--- src/rtl/lr_pkg.sv ---
package lr_pkg;

	// Input command codes
	localparam logic CMD_LOAD = 1'b0;
	localparam logic CMD_STEP = 1'b1;

	// Controller states, one-hot
	typedef enum logic [2:0] {
		ST_IDLE  = 3'b001,
		ST_SETUP = 3'b010,
		ST_RUN   = 3'b100
	} state_t;

	// Commands from controller to datapath
	typedef struct packed {
		logic capture;
		logic setup;
		logic step;
	} cmd_t;

	// Status from datapath to controller
	typedef struct packed {
		logic final_px;
	} status_t;

endpackage

--- src/rtl/lr_ctrl.sv ---
module lr_ctrl (
	input  logic            clk,
	input  logic            arst_n,
	input  logic            in_valid,
	output logic            in_ready,
	input  logic            command,
	output logic            out_valid,
	input  logic            out_ready,
	input  lr_pkg::status_t status,
	output lr_pkg::cmd_t    cmd
);
	import lr_pkg::*;

	state_t state_q;
	state_t state_d;
	logic   out_valid_q;
	logic   accept;

	// Accept input while not in setup and the output register is free or draining
	assign in_ready = (state_q != ST_SETUP) && (!out_valid_q || out_ready);
	assign accept   = in_valid && in_ready;

	// Decode datapath commands
	assign cmd.capture = accept && (command == CMD_LOAD);
	assign cmd.setup   = (state_q == ST_SETUP);
	assign cmd.step    = accept && (command == CMD_STEP) && (state_q == ST_RUN);

	assign out_valid = out_valid_q;

	// Next state
	always_comb begin
		state_d = state_q;
		case (state_q)
			ST_IDLE: begin
				if (cmd.capture) state_d = ST_SETUP;
			end
			ST_SETUP: begin
				state_d = ST_RUN;
			end
			ST_RUN: begin
				if (cmd.capture) state_d = ST_SETUP;
				else if (cmd.step && status.final_px) state_d = ST_IDLE;
			end
			default: begin
				state_d = ST_IDLE;
			end
		endcase
	end

	// State and output valid registers
	always_ff @(posedge clk or negedge arst_n) begin
		if (!arst_n) begin
			state_q     <= ST_IDLE;
			out_valid_q <= 1'b0;
		end else begin
			state_q <= state_d;
			if (cmd.step) out_valid_q <= 1'b1;
			else if (out_ready) out_valid_q <= 1'b0;
		end
	end

endmodule

--- src/rtl/lr_datapath.sv ---
module lr_datapath #(
	parameter int COORD_WIDTH = 12
) (
	input  logic                          clk,
	input  lr_pkg::cmd_t                  cmd,
	output lr_pkg::status_t               status,
	input  logic signed [COORD_WIDTH-1:0] x_start,
	input  logic signed [COORD_WIDTH-1:0] y_start,
	input  logic signed [COORD_WIDTH-1:0] x_end,
	input  logic signed [COORD_WIDTH-1:0] y_end,
	input  logic        [15:0]            color_in,
	output logic signed [COORD_WIDTH-1:0] pixel_x,
	output logic signed [COORD_WIDTH-1:0] pixel_y,
	output logic        [15:0]            pixel_color,
	output logic                          last
);
	import lr_pkg::*;

	localparam int CW = COORD_WIDTH;

	// Capture stage
	logic signed [CW:0]   dx;
	logic signed [CW:0]   dy;
	logic        [CW:0]   adx;
	logic        [CW:0]   ady;
	logic                 steep;
	logic signed [CW-1:0] a_maj_q;
	logic signed [CW-1:0] a_min_q;
	logic signed [CW-1:0] b_maj_q;
	logic signed [CW-1:0] b_min_q;
	logic                 steep_q;
	logic        [15:0]   color_q;

	// Setup stage
	logic                 swap;
	logic signed [CW-1:0] s_maj;
	logic signed [CW-1:0] s_min;
	logic signed [CW-1:0] e_maj;
	logic signed [CW-1:0] e_min;
	logic signed [CW:0]   dmaj;
	logic signed [CW:0]   dmin_raw;
	logic signed [CW:0]   dmin;

	// Walk state
	logic signed [CW-1:0] major_pos_q;
	logic signed [CW-1:0] minor_pos_q;
	logic signed [CW-1:0] major_end_q;
	logic signed [CW:0]   dmin_q;
	logic signed [CW:0]   diff_q;
	logic signed [CW+1:0] err_q;
	logic                 minor_down_q;
	logic signed [CW+1:0] err_sub;
	logic signed [CW+1:0] err_wrap;
	logic                 final_px;

	// Decide steepness and exchange axes
	assign dx    = (CW+1)'(x_end) - (CW+1)'(x_start);
	assign dy    = (CW+1)'(y_end) - (CW+1)'(y_start);
	assign adx   = dx[CW] ? (CW+1)'(-dx) : (CW+1)'(dx);
	assign ady   = dy[CW] ? (CW+1)'(-dy) : (CW+1)'(dy);
	assign steep = ady > adx;

	always_ff @(posedge clk) begin
		if (cmd.capture) begin
			steep_q <= steep;
			a_maj_q <= steep ? y_start : x_start;
			a_min_q <= steep ? x_start : y_start;
			b_maj_q <= steep ? y_end : x_end;
			b_min_q <= steep ? x_end : y_end;
			color_q <= color_in;
		end
	end

	// Order endpoints by major coordinate and derive deltas
	assign swap     = a_maj_q > b_maj_q;
	assign s_maj    = swap ? b_maj_q : a_maj_q;
	assign s_min    = swap ? b_min_q : a_min_q;
	assign e_maj    = swap ? a_maj_q : b_maj_q;
	assign e_min    = swap ? a_min_q : b_min_q;
	assign dmaj     = (CW+1)'(e_maj) - (CW+1)'(s_maj);
	assign dmin_raw = (CW+1)'(e_min) - (CW+1)'(s_min);
	assign dmin     = dmin_raw[CW] ? (CW+1)'(-dmin_raw) : dmin_raw;

	// Error update: subtract minor delta, add major delta back on underflow
	assign err_sub  = err_q - (CW+2)'(dmin_q);
	assign err_wrap = err_q + (CW+2)'(diff_q);
	assign final_px = major_pos_q >= major_end_q;
	assign status.final_px = final_px;

	always_ff @(posedge clk) begin
		if (cmd.setup) begin
			major_pos_q  <= s_maj;
			minor_pos_q  <= s_min;
			major_end_q  <= e_maj;
			dmin_q       <= dmin;
			diff_q       <= dmaj - dmin;
			err_q        <= (CW+2)'(dmaj >>> 1);
			minor_down_q <= !(s_min < e_min);
		end else if (cmd.step && !final_px) begin
			major_pos_q <= major_pos_q + CW'(1);
			if (err_sub[CW+1]) begin
				minor_pos_q <= minor_down_q ? minor_pos_q - CW'(1) : minor_pos_q + CW'(1);
				err_q       <= err_wrap;
			end else begin
				err_q <= err_sub;
			end
		end
	end

	// Output register for the emitted pixel
	always_ff @(posedge clk) begin
		if (cmd.step) begin
			pixel_x     <= steep_q ? minor_pos_q : major_pos_q;
			pixel_y     <= steep_q ? major_pos_q : minor_pos_q;
			pixel_color <= color_q;
			last        <= final_px;
		end
	end

endmodule

--- src/rtl/line_rasterizer.sv ---
// Bresenham line rasterizer. A transaction with command 0 loads a line from two
// signed endpoints and a color and gives no pixel; command 1 gives the next pixel
// of the current line, with last set on its final pixel, and gives nothing when no
// line is in progress. A load during a line replaces it. Step transactions are taken
// one per clock while no pixel is stalled at the output; a load is first captured,
// and endpoint ordering and delta setup then run in a register stage after capture,
// during which in_ready is low. Pixels leave through an output register, so the
// next transaction is taken in the same cycle that a waiting pixel is taken.
module line_rasterizer #(
	parameter int COORD_WIDTH = 12
) (
	input  logic                          clk,
	input  logic                          arst_n,
	input  logic                          in_valid,
	output logic                          in_ready,
	input  logic                          command,
	input  logic signed [COORD_WIDTH-1:0] x_start,
	input  logic signed [COORD_WIDTH-1:0] y_start,
	input  logic signed [COORD_WIDTH-1:0] x_end,
	input  logic signed [COORD_WIDTH-1:0] y_end,
	input  logic        [15:0]            color_in,
	output logic                          out_valid,
	input  logic                          out_ready,
	output logic signed [COORD_WIDTH-1:0] pixel_x,
	output logic signed [COORD_WIDTH-1:0] pixel_y,
	output logic        [15:0]            pixel_color,
	output logic                          last
);
	import lr_pkg::*;

	cmd_t    cmd;
	status_t status;

	lr_ctrl u_ctrl (
		.clk       (clk),
		.arst_n    (arst_n),
		.in_valid  (in_valid),
		.in_ready  (in_ready),
		.command   (command),
		.out_valid (out_valid),
		.out_ready (out_ready),
		.status    (status),
		.cmd       (cmd)
	);

	lr_datapath #(
		.COORD_WIDTH (COORD_WIDTH)
	) u_datapath (
		.clk         (clk),
		.cmd         (cmd),
		.status      (status),
		.x_start     (x_start),
		.y_start     (y_start),
		.x_end       (x_end),
		.y_end       (y_end),
		.color_in    (color_in),
		.pixel_x     (pixel_x),
		.pixel_y     (pixel_y),
		.pixel_color (pixel_color),
		.last        (last)
	);

endmodule

--- config.mk ---
export PLATFORM = sky130hd
export DESIGN_NAME = line_rasterizer
export DESIGN_NICKNAME = d
export VERILOG_FILES = /design/src/rtl/lr_pkg.sv /design/src/rtl/lr_ctrl.sv /design/src/rtl/lr_datapath.sv /design/src/rtl/line_rasterizer.sv
export SDC_FILE = /design/constraint.sdc
export NUM_CORES = 1
export LEC_CHECK = 0
export BUFFER_PORTS_ARGS = -buffer_cell sky130_fd_sc_hd__buf_2
export CORE_ASPECT_RATIO = 1.4
export CORE_MARGIN = 1.5
export CORE_UTILIZATION = 50
export DETAILED_ROUTE_END_ITERATION = 10
export PLACE_DENSITY = 0.68
export SLEW_MARGIN = 20
export SYNTH_ARGS = -nofsm -noshare
export SYNTH_HDL_FRONTEND = slang
export SYNTH_SLANG_ARGS = --single-unit
--- constraint.sdc ---
create_clock -name clk -period 11.2 [get_ports clk]
set_input_delay 1.68 -clock clk [delete_from_list [all_inputs] [get_ports clk]]
set_output_delay 1.68 -clock clk [all_outputs]
set_load 0.03 [all_outputs]
==> Word level (Yosys, flattened, before mapping) <==
Index checks and enable logic that the tools add are counted.
{ "word_totals": {"regBits": 187} }
{ "op_classes": {"muxes": 28, "n_reduce_logical": 16, "bitwise_logic": 1, "eq_ne": 6, "n_lt_le_gt_ge": 4, "n_addsub": 13} }
{ "ops": {"columns": ["operator", "n"], "rows": [
  ["12-bit 2-to-1 mux", 16],
  ["12-bit by 12-bit subtractor with 13-bit output", 4],
  ["14-bit 2-to-1 mux", 3],
  ["13-bit 2-to-1 mux", 3],
  ["13-bit negator", 3],
  ["12-bit by 2-bit adder with 12-bit output, second input constant", 2],
  ["14-bit by 13-bit adder with 14-bit output", 1],
  ["14-bit by 13-bit subtractor with 14-bit output", 1],
  ["13-bit greater-than comparator", 1],
  ["13-bit subtractor", 1],
  ["12-bit >= comparator", 1],
  ["12-bit greater-than comparator", 1],
  ["12-bit < comparator", 1],
  ["12-bit by 2-bit subtractor with 12-bit output, second input constant", 1],
  ["3-bit 2-to-1 mux", 3],
  ["3-bit case mux with 3 select lines", 1],
  ["1-bit logical AND", 7],
  ["2-bit nonzero test", 3],
  ["2-bit AND reduction", 2],
  ["3-bit by 1-bit == test with 1-bit output, second input constant", 1],
  ["3-bit by 2-bit == test with 1-bit output, second input constant", 1],
  ["3-bit == test, second input constant", 1],
  ["1-bit logical NOT", 3],
  ["3-bit by 2-bit inequality test with 1-bit output, second input constant", 1],
  ["5 further kinds", 6]
]} }

==> Logic depth before layout (Yosys ltp) <==
Gate-level depths: netlist of the first run.
{ "logic_depth": {"ltp_word": 10, "ltp_mapped": 38, "depth_no_buf": 35} }

==> Modules after synthesis <==
Synthesis of the first run repeated with hierarchy kept, for this count alone.
{ "unflattened": {"hier_cells": 1475, "hier_area_um2": 14348.8} }
{ "by_module_without_submodules": {"columns": ["mod", "area_each_um2", "cells_per_inst", "instances"], "rows": [
  ["lr_datapath", 14102.3, 1449, 1],
  ["lr_ctrl", 246.5, 26, 1]
]} }

==> Least setup slack after synthesis of the first run <==
Ideal clock, no wire load.
{ "synth_path": {"kind": "input-to-reg", "from": "input port y_end[0]", "to": "register u_datapath.a_min_q[0] (data pin)", "path_slack_ps": 3917, "stages": 31, "setup_ps": 260, "arrival_ps": 7023, "path_cell_list": "inv_1 -> ha_1 -> inv_1 -> fa_1 -> a21o_1 -> a21oi_1 -> o21ai_0 -> a21oi_1 -> o21bai_1 -> a21oi_1 -> o21bai_1 -> a21oi_1 -> nand2b_1 -> a31oi_1 -> clkbuf_1 -> mux2_2 -> ha_1 -> nor2b_1 -> o21a_1 -> o21a_1 -> o21a_1 -> o21a_1 -> o21a_1 -> o21a_1 -> o21a_1 -> o211ai_1 -> a21oi_1 -> nor2b_1 -> clkbuf_1 -> buf_1 -> mux2_2"} }
{ "synth_via": {"elab_chain_len": 5} }
{ "synth_lines": {"columns": ["item", "line_no", "rtl"], "rows": [
  ["start: declaration", "line_rasterizer.sv:20", "input logic signed [COORD_WIDTH-1:0] y_end,"],
  ["12-bit by 12-bit subtractor with 13-bit output (*)", "lr_datapath.sv:58", "assign dy = (CW+1)'(y_end) - (CW+1)'(y_start);"],
  ["13-bit negator", "lr_datapath.sv:60", "assign ady = dy[CW] ? (CW+1)'(-dy) : (CW+1)'(dy);"],
  ["13-bit 2-to-1 mux (*)", "lr_datapath.sv:60", null],
  ["13-bit greater-than comparator (*)", "lr_datapath.sv:61", "assign steep = ady > adx;"],
  ["12-bit 2-to-1 mux (*)", "lr_datapath.sv:67", "a_min_q <= steep ? x_start : y_start;"],
  ["end signal: assignment", "lr_datapath.sv:67", null],
  ["end: declaration", "lr_datapath.sv:28", "logic signed [CW-1:0] a_min_q;"]
]} }
Every way passes the cells marked *; elsewhere a longest branch is shown, timed or not.
A chain may end at the register's enable or synchronous reset.

==> Worst setup path in the final report of the first run <==
{ "layout_path": {"from": "register u_datapath.a_maj_q[11]", "to": "register u_datapath.diff_q[11] (data pin)"} }
{ "layout_via": {"elab_chain_len": 6, "elab_cells_between_ends": 10, "cone_classes": "add/sub: 4; order compare: 1; mux: 5"} }
{ "layout_lines": {"columns": ["item", "line_no", "rtl"], "rows": [
  ["start: declaration", "lr_datapath.sv:27", "logic signed [CW-1:0] a_maj_q;"],
  ["start signal: assignment", "lr_datapath.sv:66", "a_maj_q <= steep ? y_start : x_start;"],
  ["12-bit greater-than comparator", "lr_datapath.sv:75", "assign swap = a_maj_q > b_maj_q;"],
  ["12-bit 2-to-1 mux, on equally long branches", "lr_datapath.sv:79, lr_datapath.sv:77", null],
  ["12-bit by 12-bit subtractor with 13-bit output", "lr_datapath.sv:81", "assign dmin_raw = (CW+1)'(e_min) - (CW+1)'(s_min);"],
  ["13-bit negator", "lr_datapath.sv:82", "assign dmin = dmin_raw[CW] ? (CW+1)'(-dmin_raw) : dmin_raw;"],
  ["13-bit 2-to-1 mux", "lr_datapath.sv:82", null],
  ["13-bit subtractor (*)", "lr_datapath.sv:96", "diff_q <= dmaj - dmin;"],
  ["end signal: assignment", "lr_datapath.sv:96", null],
  ["end: declaration", "lr_datapath.sv:49", "logic signed [CW:0] diff_q;"]
]} }
Marks and branches as above.

==> results of run 1 <==
[layout make-up]
cell class | count | area, um^2
fillers | 2382 | 12000
multi-input cells | 1076 | 7800
flip-flops and latches | 187 | 5600
repair buffers | 122 | 638
inverters | 139 | 522
well taps | 370 | 463
clock buffers | 17 | 425
clock inverters | 15 | 168
[critical path, delay by kind of cell, from the launching register on]
kind            cells  cell delay, ns
simple gates        9            1.97
xor+xnor            1            0.08
compound gates     19            3.89
buf+inv             1            0.43
flops               1            0.46
fa+ha+maj           3            1.10
[cells in the mapped netlist, drive strengths merged, types with 4 or more instances]
master  number  area, um^2
mux2        51         574
or3         13        81.3
o31ai        7        57.6
or4          5        41.3
maj3        13         131
o21a        10        75.1
a21o        19         143
nand2      125         469
edfxtp     183        5500
nor3        26         145
nor2       128         480
or2          7        43.8
a21oi       64         332
a21boi      19         143
a211oi      10        85.1
and2         8        55.1
nor2b       33         206
a211o        4        35.0
xnor2       84         736
clkbuf      21        78.8
nand2b      27         169
o22ai        9        62.6
inv        139         522
buf         20         116
o21ai       82         410
xor2        33         289
a31oi       30         194
nor4         9        56.3
nand3       24         130
fa           6         120
ha         115        1440
o21bai       6        45.0
o211ai       4        30.0
nand4       19         140
mux2i       43         430
[registers in the layout, indices dropped and copies added, names as in the netlist, 3 cells and up]
register / count
u_datapath.color_q: 16
u_datapath.pixel_color: 16
u_datapath.err_q: 14
u_datapath.diff_q: 13
u_datapath.dmin_q: 13
u_datapath.a_maj_q: 12
u_datapath.a_min_q: 12
u_datapath.b_maj_q: 12
u_datapath.b_min_q: 12
u_datapath.major_end_q: 12
u_datapath.major_pos_q: 12
u_datapath.minor_pos_q: 12
u_datapath.pixel_x: 12
u_datapath.pixel_y: 12
u_ctrl.state_q: 3
[stage by stage]
step	setup slack (ns)	power, uW	cell area, um^2	utilization (%)	hold WS [ns]
global placement	2.93	2540	15000	54.3	0.400
floorplan	3.92	2240	14100	-	0.400
global route	2.28	3400	15600	56.5	0.428
CTS	3.09	3180	15600	56.5	0.422
detailed placement	2.82	2580	15000	54.3	0.405
finish	3.03	3170	15600	56.5	0.418
[power by group through the flow]
stage	registers, uW	logic (uW)	clock network [uW]
after floorplan	965	1270	0
after global placement	985	1560	0
after detailed placement	987	1590	0
after CTS	971	1600	613
after global routing	978	1790	634
final	973	1600	601
[logic make-up after synthesis]
group / after synthesis
XOR/XNOR: 117
AO/OA/AOI/OAI: 296
multiplexers: 94
adder cells (fa/ha/maj): 134
AND/OR/NAND/NOR: 435
flip-flops: 187
buffers and inverters: 180
[metal layers]
metal	global-route usage [%]	vias up	share of wire, %
met1	26.9	5252	39
met3	3.00	61	3.0
met2	43.9	235	53
met5	0	-	0
li1	-	5371	-
met4	12.8	0	4.9
[worst max-delay path by stage]
stage	to	cells after the start
after floorplan	u_datapath.a_min_q[0]	31
after global placement	u_datapath.b_maj_q[10]	32
after detailed placement	u_datapath.b_maj_q[10]	32
after CTS	u_datapath.diff_q[11]	33
after global routing	u_datapath.diff_q[11]	34
final	u_datapath.diff_q[11]	33
==> impl_metrics.json, run 1 <==
{
  "place_inst": 1894,
  "post-route-period-util_pct": 72.9,
  "cts_root_buffer": "clkbuf_16",
  "cts_buffers": 17,
  "synthMuxAreaShare_pct": 7.13,
  "vias": 10900,
  "grt_pass1_wl_um": 54000,
  "post_cts.repair.setup_buffers": 0,
  "start_util_pct": 50.9,
  "syn_area_mm2": 0.0141,
  "period_minus_slack_ns": 8.17,
  "routed_via_density": 5.67,
  "maxCapViolCount": 0,
  "cts_sinks": 187,
  "critPathMaxStageDelay_ns": 0.68,
  "syn_nets": 1633,
  "avgRoutedWirePerCell_um": 17.5,
  "drtPass1Iterations": 5,
  "worstPathArrival_ns": 8.38,
  "required_ns": 11.42,
  "antenna_found_initial": 0,
  "cp-end-kind": "flip-flop",
  "grt.overflow.total": 0,
  "syn-instance-count": 1443,
  "r2r_slack_ns": 3.03,
  "ys_async_sr_fraction_pct": 2.14,
  "reg2reg_from": "u_datapath.a_maj_q[11]",
  "core_area_mm2": 0.0277,
  "crit_top_cell": "o21ai_0",
  "synth-simple-area-share_pct": 15.0,
  "synth_compound_area_share_pct": 13.8,
  "seq_area_frac_synth_pct": 39.7,
  "ys_warn_count": 0,
  "layout-drive-gt1-share_pct": 15.9,
  "min_path_cells": 0,
  "synth_seq_cells": 187,
  "final_cells": 1926,
  "ctsHtreeMaxLevel": 4,
  "avgSynthCellArea_um2": 9.76,
  "gp_routability_congestion": 0.924,
  "rsz0062_at_grt": "no",
  "path_clk_slew_ns": 0.08,
  "n_antenna_cell": 0,
  "io_pins": 112,
  "layout_common_cells": "edfxtp_1 (183), inv_1 (137), nor2_1 (126)",
  "drcViolationCount": 0,
  "finalMaxSlewViolations": 0,
  "clockBufferDepth": 2,
  "path_max_fanout": 37,
  "synth_cell_type_count": 86,
  "synth_edf_count": 183,
  "ant_nets": 0,
  "clk_latency_ns": 0.46,
  "critPathSlowestCell": "or3_1",
  "worstHoldPathType": "flip-flop to flip-flop",
  "p_int_uw": 1910,
  "ys.flop_type": "edfxtp_1",
  "setup_viol": 0,
  "synth_xor_area_share_pct": 7.28,
  "hpwl_um": 26700,
  "port_buffers": 111,
  "status": "complete, no violations",
  "power.sequential.fraction_pct": 30.7,
  "reg2reg_depth": 33,
  "startpoint": "u_datapath.a_maj_q[11]",
  "p_per_area_mw_per_mm2": 203,
  "p_sw_share_pct": 39.7,
  "tns_ns": 0,
  "area_growth_syn_to_layout_pct": 10.9,
  "relSlewSlack_pct": 31.3,
  "hold_violations": 0,
  "skew_ns": 0.00998,
  "hold_buffers": 0,
  "finalNetCount": 1733,
  "worstMarginPinSlew_ns": 1.03,
  "fmax_mhz": 122,
  "combPwrFrac_pct": 50.3,
  "p_leak_uw": 0.00648,
  "switchingPower_uw": 1260,
  "synth_top_family_by_area": "simple AND/OR/NAND/NOR gates",
  "num_rows": 72,
  "fp.dieArea_mm2": 0.0292,
  "hold_end": "u_datapath.pixel_color[7]",
  "ctsResizeCount": 0,
  "p_clk_share_pct": 19.0,
  "synth_fa_ha_area_share_pct": 12.0,
  "die_h_um": 202,
  "cts_tree": "built",
  "grt_pass1_vias": 10800,
  "grt.total_usage_pct": 24.1,
  "drtIter0Drc": 546,
  "r2r_end": "u_datapath.diff_q[11]",
  "path_class": "flip-flop to flip-flop",
  "final_common_cell": "edfxtp_1",
  "grt_max_degree": 66,
  "wl_um": 33700,
  "vdd_drop_max_mv": 0.153,
  "die_w_um": 145,
  "start_kind": "flip-flop",
  "hold_start": "u_datapath.color_q[7]"
}
(Power assumes the default switching activity.)
==> inputs of run 2 (changes only) <==
PLACE_DENSITY = 0.71   (was 0.68)
clock period = 7.2 ns   (was 11.2 ns; I/O delays follow)
==> run 2 against run 1 <==
Compared with the run above: clock skew up 0.0014 ns; combinational power up 64%; power up 61%; worst hold slack worse by 0.0041 ns; clock-buffer cell count up 1; sequential share of layout area down 0.39 points; wire length up 3.2%; utilization up 0.62 points; register-to-register slack worse by 2.6 ns; sequential power up 55%; final cell count up 0.88%; cell area up 1.1%; highest routed layer unchanged.
==> impl_metrics.json, run 2 (synthesis results as in run 1) <==
{
  "status": "complete, no violations",
  "layout-drive-gt1-share_pct": 16.9,
  "rsz0062_at_grt": "no",
  "path_max_fanout": 5,
  "finalNetCount": 1750,
  "port_buffers": 111,
  "critPathMaxStageDelay_ns": 0.46,
  "grt.overflow.total": 0,
  "vdd_drop_max_mv": 0.205,
  "grt_pass1_wl_um": 55100,
  "relSlewSlack_pct": 31.0,
  "grt.total_usage_pct": 24.8,
  "drtPass1Iterations": 8,
  "reg2reg_from": "u_datapath.b_maj_q[5]",
  "fillers": 2411,
  "r2r_slack_ns": 0.46,
  "wl_um": 34800,
  "use_met3_pct": 3.45,
  "grt_max_degree": 66,
  "n_antenna_cell": 0,
  "met1_usage_pct": 26.4,
  "top_usage_layer": "met2",
  "r2r_end": "u_datapath.diff_q[12]",
  "cts_sinks": 187,
  "layout_common_cells": "edfxtp_1 (183), inv_1 (137), nor2_1 (126)",
  "reg2reg_depth": 35,
  "clk_latency_ns": 0.46,
  "core_area_mm2": 0.0277,
  "skew_ns": 0.0113,
  "path_class": "flip-flop to flip-flop",
  "hold_violations": 0,
  "period_minus_slack_ns": 6.74,
  "start_util_pct": 50.9,
  "setup_viol": 0,
  "worstPathArrival_ns": 6.94,
  "cts_buffers": 17,
  "combPwrFrac_pct": 51.4,
  "cts_root_buffer": "clkbuf_16",
  "path_clk_slew_ns": 0.07,
  "p_clk_share_pct": 19.0,
  "die_w_um": 145,
  "io_pins": 112,
  "hpwl_um": 27500,
  "ant_nets": 0,
  "routed_via_density": 5.73,
  "vias": 11100,
  "die_h_um": 202,
  "cts_tree": "built",
  "cp_top_family": "compound AO/OA/AOI/OAI gates",
  "p_int_uw": 3100,
  "antenna_found_initial": 0,
  "p_sw_share_pct": 39.3,
  "worstMarginPinSlew_ns": 1.04,
  "drcViolationCount": 0,
  "hold_buffers": 0,
  "clockBufferDepth": 2,
  "grt_pass1_vias": 11200,
  "finalMaxSlewViolations": 0,
  "final_common_cell": "edfxtp_1",
  "maxCapViolCount": 0,
  "start_kind": "flip-flop",
  "use_met2_pct": 45.1,
  "multi_input_area_mm2": 0.00783,
  "required_ns": 7.40,
  "power_uw": 5110,
  "gp_routability_congestion": 0.977,
  "seqCellArea_mm2": 0.00560,
  "num_rows": 72,
  "post-route-period-util_pct": 93.6,
  "p_per_area_mw_per_mm2": 323,
  "drtIter0Drc": 809,
  "cp-end-kind": "flip-flop",
  "reg.largest.list": "u_datapath.color_q: 16 flops, u_datapath.pixel_color: 16 flops, u_datapath.err_q: 14 flops",
  "p_leak_uw": 0.00658,
  "worstHoldPathType": "input pin to asynchronous set/reset pin",
  "switchingPower_uw": 2000,
  "tns_ns": 0,
  "ctsHtreeMaxLevel": 4,
  "fmax_mhz": 148,
  "power.sequential.fraction_pct": 29.6,
  "fp.dieArea_mm2": 0.0292,
  "startpoint": "u_datapath.b_maj_q[5]",
  "crit_path_end": "u_datapath.diff_q[12]",
  "cp.depth": 35,
  "avgRoutedWirePerCell_um": 17.9,
  "critPathBufInv": 2,
  "critPathSlowestCell": "fa_1",
  "area_growth_syn_to_layout_pct": 12.1
}
==> run 2: layout make-up <==
type | instances | area share, %
Clock buffer | 18 | 2.72
Clock inverter | 14 | 1.09
Inverter | 139 | 3.30
Multi-Input combinational cell | 1076 | 49.6
Sequential cell | 187 | 35.4
Tap cell | 370 | 2.93
Timing Repair Buffer | 139 | 4.93
==> run 2: routing by layer <==
metal	part of all wire, %	wire, um	vias up
met1	38	13000	5342
met4	6.0	2080	0
met5	0	0	-
met2	53	18500	305
met3	3.4	1190	92
li1	-	-	5396
==> run 2: stage by stage <==
step	worst slack, ns	cell area, um^2	hold slack [ns]	instances	utilization, %
floorplan	0.235	14100	0.400	1443	-
global placement	0.241	15100	0.401	1910	54.8
detailed placement	0.123	15200	0.406	1910	54.8
CTS	0.472	15800	0.394	1942	57.0
global route	0.00590	15800	0.409	1943	57.1
finish	0.461	15800	0.414	1943	57.1
==> run 2: power by group through the flow <==
stage | combinational, uW | sequential (uW) | clock (uW)
after floorplan | 1980 | 1500 | 0
after global placement | 2500 | 1530 | 0
after detailed placement | 2570 | 1530 | 0
after CTS | 2600 | 1510 | 986
after global routing | 2890 | 1520 | 1020
final | 2620 | 1510 | 970
==> run 2: how the worst min path moves through the flow <==
stage | end | slack, ns
finish | u_ctrl.out_valid | 0.41
global route | u_ctrl.out_valid | 0.41
CTS | u_ctrl.out_valid | 0.39
detailed placement | u_datapath.pixel_color[3] | 0.41
global placement | u_datapath.pixel_color[13] | 0.40
floorplan | u_datapath.pixel_color[0] | 0.40
==> run 2: timing repair <==
action / in CTS / in global routing
setup endpoints to repair: 0 / 2
setup buffers: 0 / 1
gates resized for setup: 0 / 5
==> inputs of run 3 (changes only) <==
BUFFER_PORTS_ARGS = unset   (was -buffer_cell sky130_fd_sc_hd__buf_2)
DONT_BUFFER_PORTS = 1   (was unset)
PLACE_DENSITY = 0.68   (was 0.71)
==> run 3 against run 2 <==
Compared with the run above: first-iteration DRC count fell by 30%; worst setup slack improved by 0.083 ns; worst hold slack got worse by 0.11 ns; non-clock buffer count is 113 lower.
==> impl_metrics.json, run 3 (synthesis results as in run 1) <==
{
  "grt_max_degree": 66,
  "post_cts.repair.setup_buffers": 0,
  "use_met3_pct": 3.95,
  "post-route-period-util_pct": 92.4,
  "drtIter0Drc": 564,
  "port_buffers": 0,
  "start_util_pct": 50.9,
  "area_growth_syn_to_layout_pct": 7.94,
  "start_kind": "flip-flop",
  "reg.largest.list": "u_datapath.color_q: 16 flops, u_datapath.pixel_color: 16 flops, u_datapath.err_q: 14 flops",
  "antenna_found_initial": 0,
  "p_per_area_mw_per_mm2": 329,
  "reg2reg_depth": 34,
  "worstHoldPathType": "input pin to asynchronous set/reset pin",
  "holdWs_ns": 0.307,
  "hold_violations": 0,
  "critPathSlowestCell": "edfxtp_1",
  "path_max_fanout": 5,
  "cts_sinks": 187,
  "status": "complete, no violations",
  "r2r_end": "u_datapath.diff_q[12]",
  "finalNetCount": 1637,
  "maxCapViolCount": 0,
  "grt.total_usage_pct": 24.5,
  "critPathMaxStageDelay_ns": 0.45,
  "skew_ns": 0.0113,
  "layout-drive-gt1-share_pct": 10.3,
  "hold_buffers": 0,
  "finish.utilization_pct": 55.0,
  "vdd_drop_max_mv": 0.445,
  "worstMarginPinSlew_ns": 1.05,
  "grt_pass1_wl_um": 54000,
  "io_pins": 112,
  "required_ns": 7.41,
  "drtPass1Iterations": 5,
  "cts_buffers": 17,
  "top_usage_layer": "met2",
  "fillers": 2472,
  "cts_tree": "built",
  "grt_pass1_vias": 10600,
  "ant_nets": 0,
  "cts_root_buffer": "clkbuf_16",
  "tns_ns": 0,
  "fmax_mhz": 150,
  "met1_usage_pct": 26.6,
  "clockBufferDepth": 2,
  "layout_common_cells": "edfxtp_1 (183), inv_1 (137), nor2_1 (126)",
  "core_area_mm2": 0.0277,
  "wl_um": 34000,
  "finalMaxSlewViolations": 0,
  "r2r_slack_ns": 0.54,
  "hpwl_um": 26900,
  "num_rows": 72,
  "drcViolationCount": 0,
  "relSlewSlack_pct": 29.5,
  "cp-end-kind": "flip-flop",
  "clk_latency_ns": 0.46,
  "setup_viol": 0,
  "avgRoutedWirePerCell_um": 18.6,
  "worstPathArrival_ns": 6.86,
  "reg2reg_from": "u_datapath.a_maj_q[1]",
  "gp_routability_congestion": 0.922,
  "fp.dieArea_mm2": 0.0292,
  "die_w_um": 145,
  "path_clk_slew_ns": 0.07,
  "routed_via_density": 5.72,
  "n_antenna_cell": 0,
  "die_h_um": 202,
  "grt.overflow.total": 0,
  "path_class": "flip-flop to flip-flop",
  "ctsHtreeMaxLevel": 4,
  "use_met2_pct": 44.0,
  "final_common_cell": "edfxtp_1",
  "vias": 10500,
  "period_minus_slack_ns": 6.66,
  "p_leak_uw": 0.00614,
  "rsz0062_at_grt": "no"
}
run 3: final cells by class:
class | count | area, um^2 | area share, %
multi-input cells | 1076 | 7810 | 51.4
flip-flops and latches | 187 | 5600 | 36.8
inverters | 139 | 522 | 3.43
well taps | 370 | 463 | 3.05
clock buffers | 17 | 425 | 2.80
repair buffers | 26 | 208 | 1.37
clock inverters | 14 | 175 | 1.15
run 3: critical path: cells and delay by family (launching register included):
kind            cells  cell delay (ns)
simple gates       11             1.29
flops               1             0.45
buf+inv             2             0.32
compound gates     16             3.04
xor+xnor            2             0.26
fa+ha+maj           3             1.01
run 3: routing by layer:
layer	routed length, um	up-vias
li1	-	5175
met1	13000	4974
met2	17900	236
met3	1200	83
met4	1890	0
met5	0	-
run 3: metrics by stage:
step / std cells / power, uW / cell area, um^2 / setup slack (ns)
global route: 1829 / 5340 / 15200 / 0.00423
CTS: 1829 / 5020 / 15200 / 0.503
floorplan: 1443 / 3480 / 14100 / 0.235
global placement: 1798 / 4000 / 14600 / 0.193
finish: 1829 / 5000 / 15200 / 0.544
detailed placement: 1798 / 4040 / 14600 / 0.0684
run 3: what timing repair did:
item | 4_1_cts | 5_1_grt
setup endpoints to repair | 0 | 2
hold endpoints to repair | 0 | 0
resized for setup | 0 | 1
run 3: worst max path at each step:
stage                     depth (start not counted)                     to  slack (ns)                  start
final                                            34  u_datapath.diff_q[12]        0.54  u_datapath.a_maj_q[1]
after global routing                             34  u_datapath.diff_q[12]       0.004  u_datapath.a_maj_q[3]
after CTS                                        34  u_datapath.diff_q[12]        0.50  u_datapath.a_maj_q[1]
after detailed placement                         29  u_datapath.b_maj_q[9]        0.07               y_end[0]
after global placement                           29  u_datapath.b_maj_q[9]        0.19               y_end[0]
after floorplan                                  38  u_datapath.diff_q[11]        0.24  u_datapath.b_maj_q[5]
run 3: where the power goes:
part           internal, uW  switching, uW
clock network           524            447
logic                  1100           1420
registers              1430           78.8
total                  3060           1940
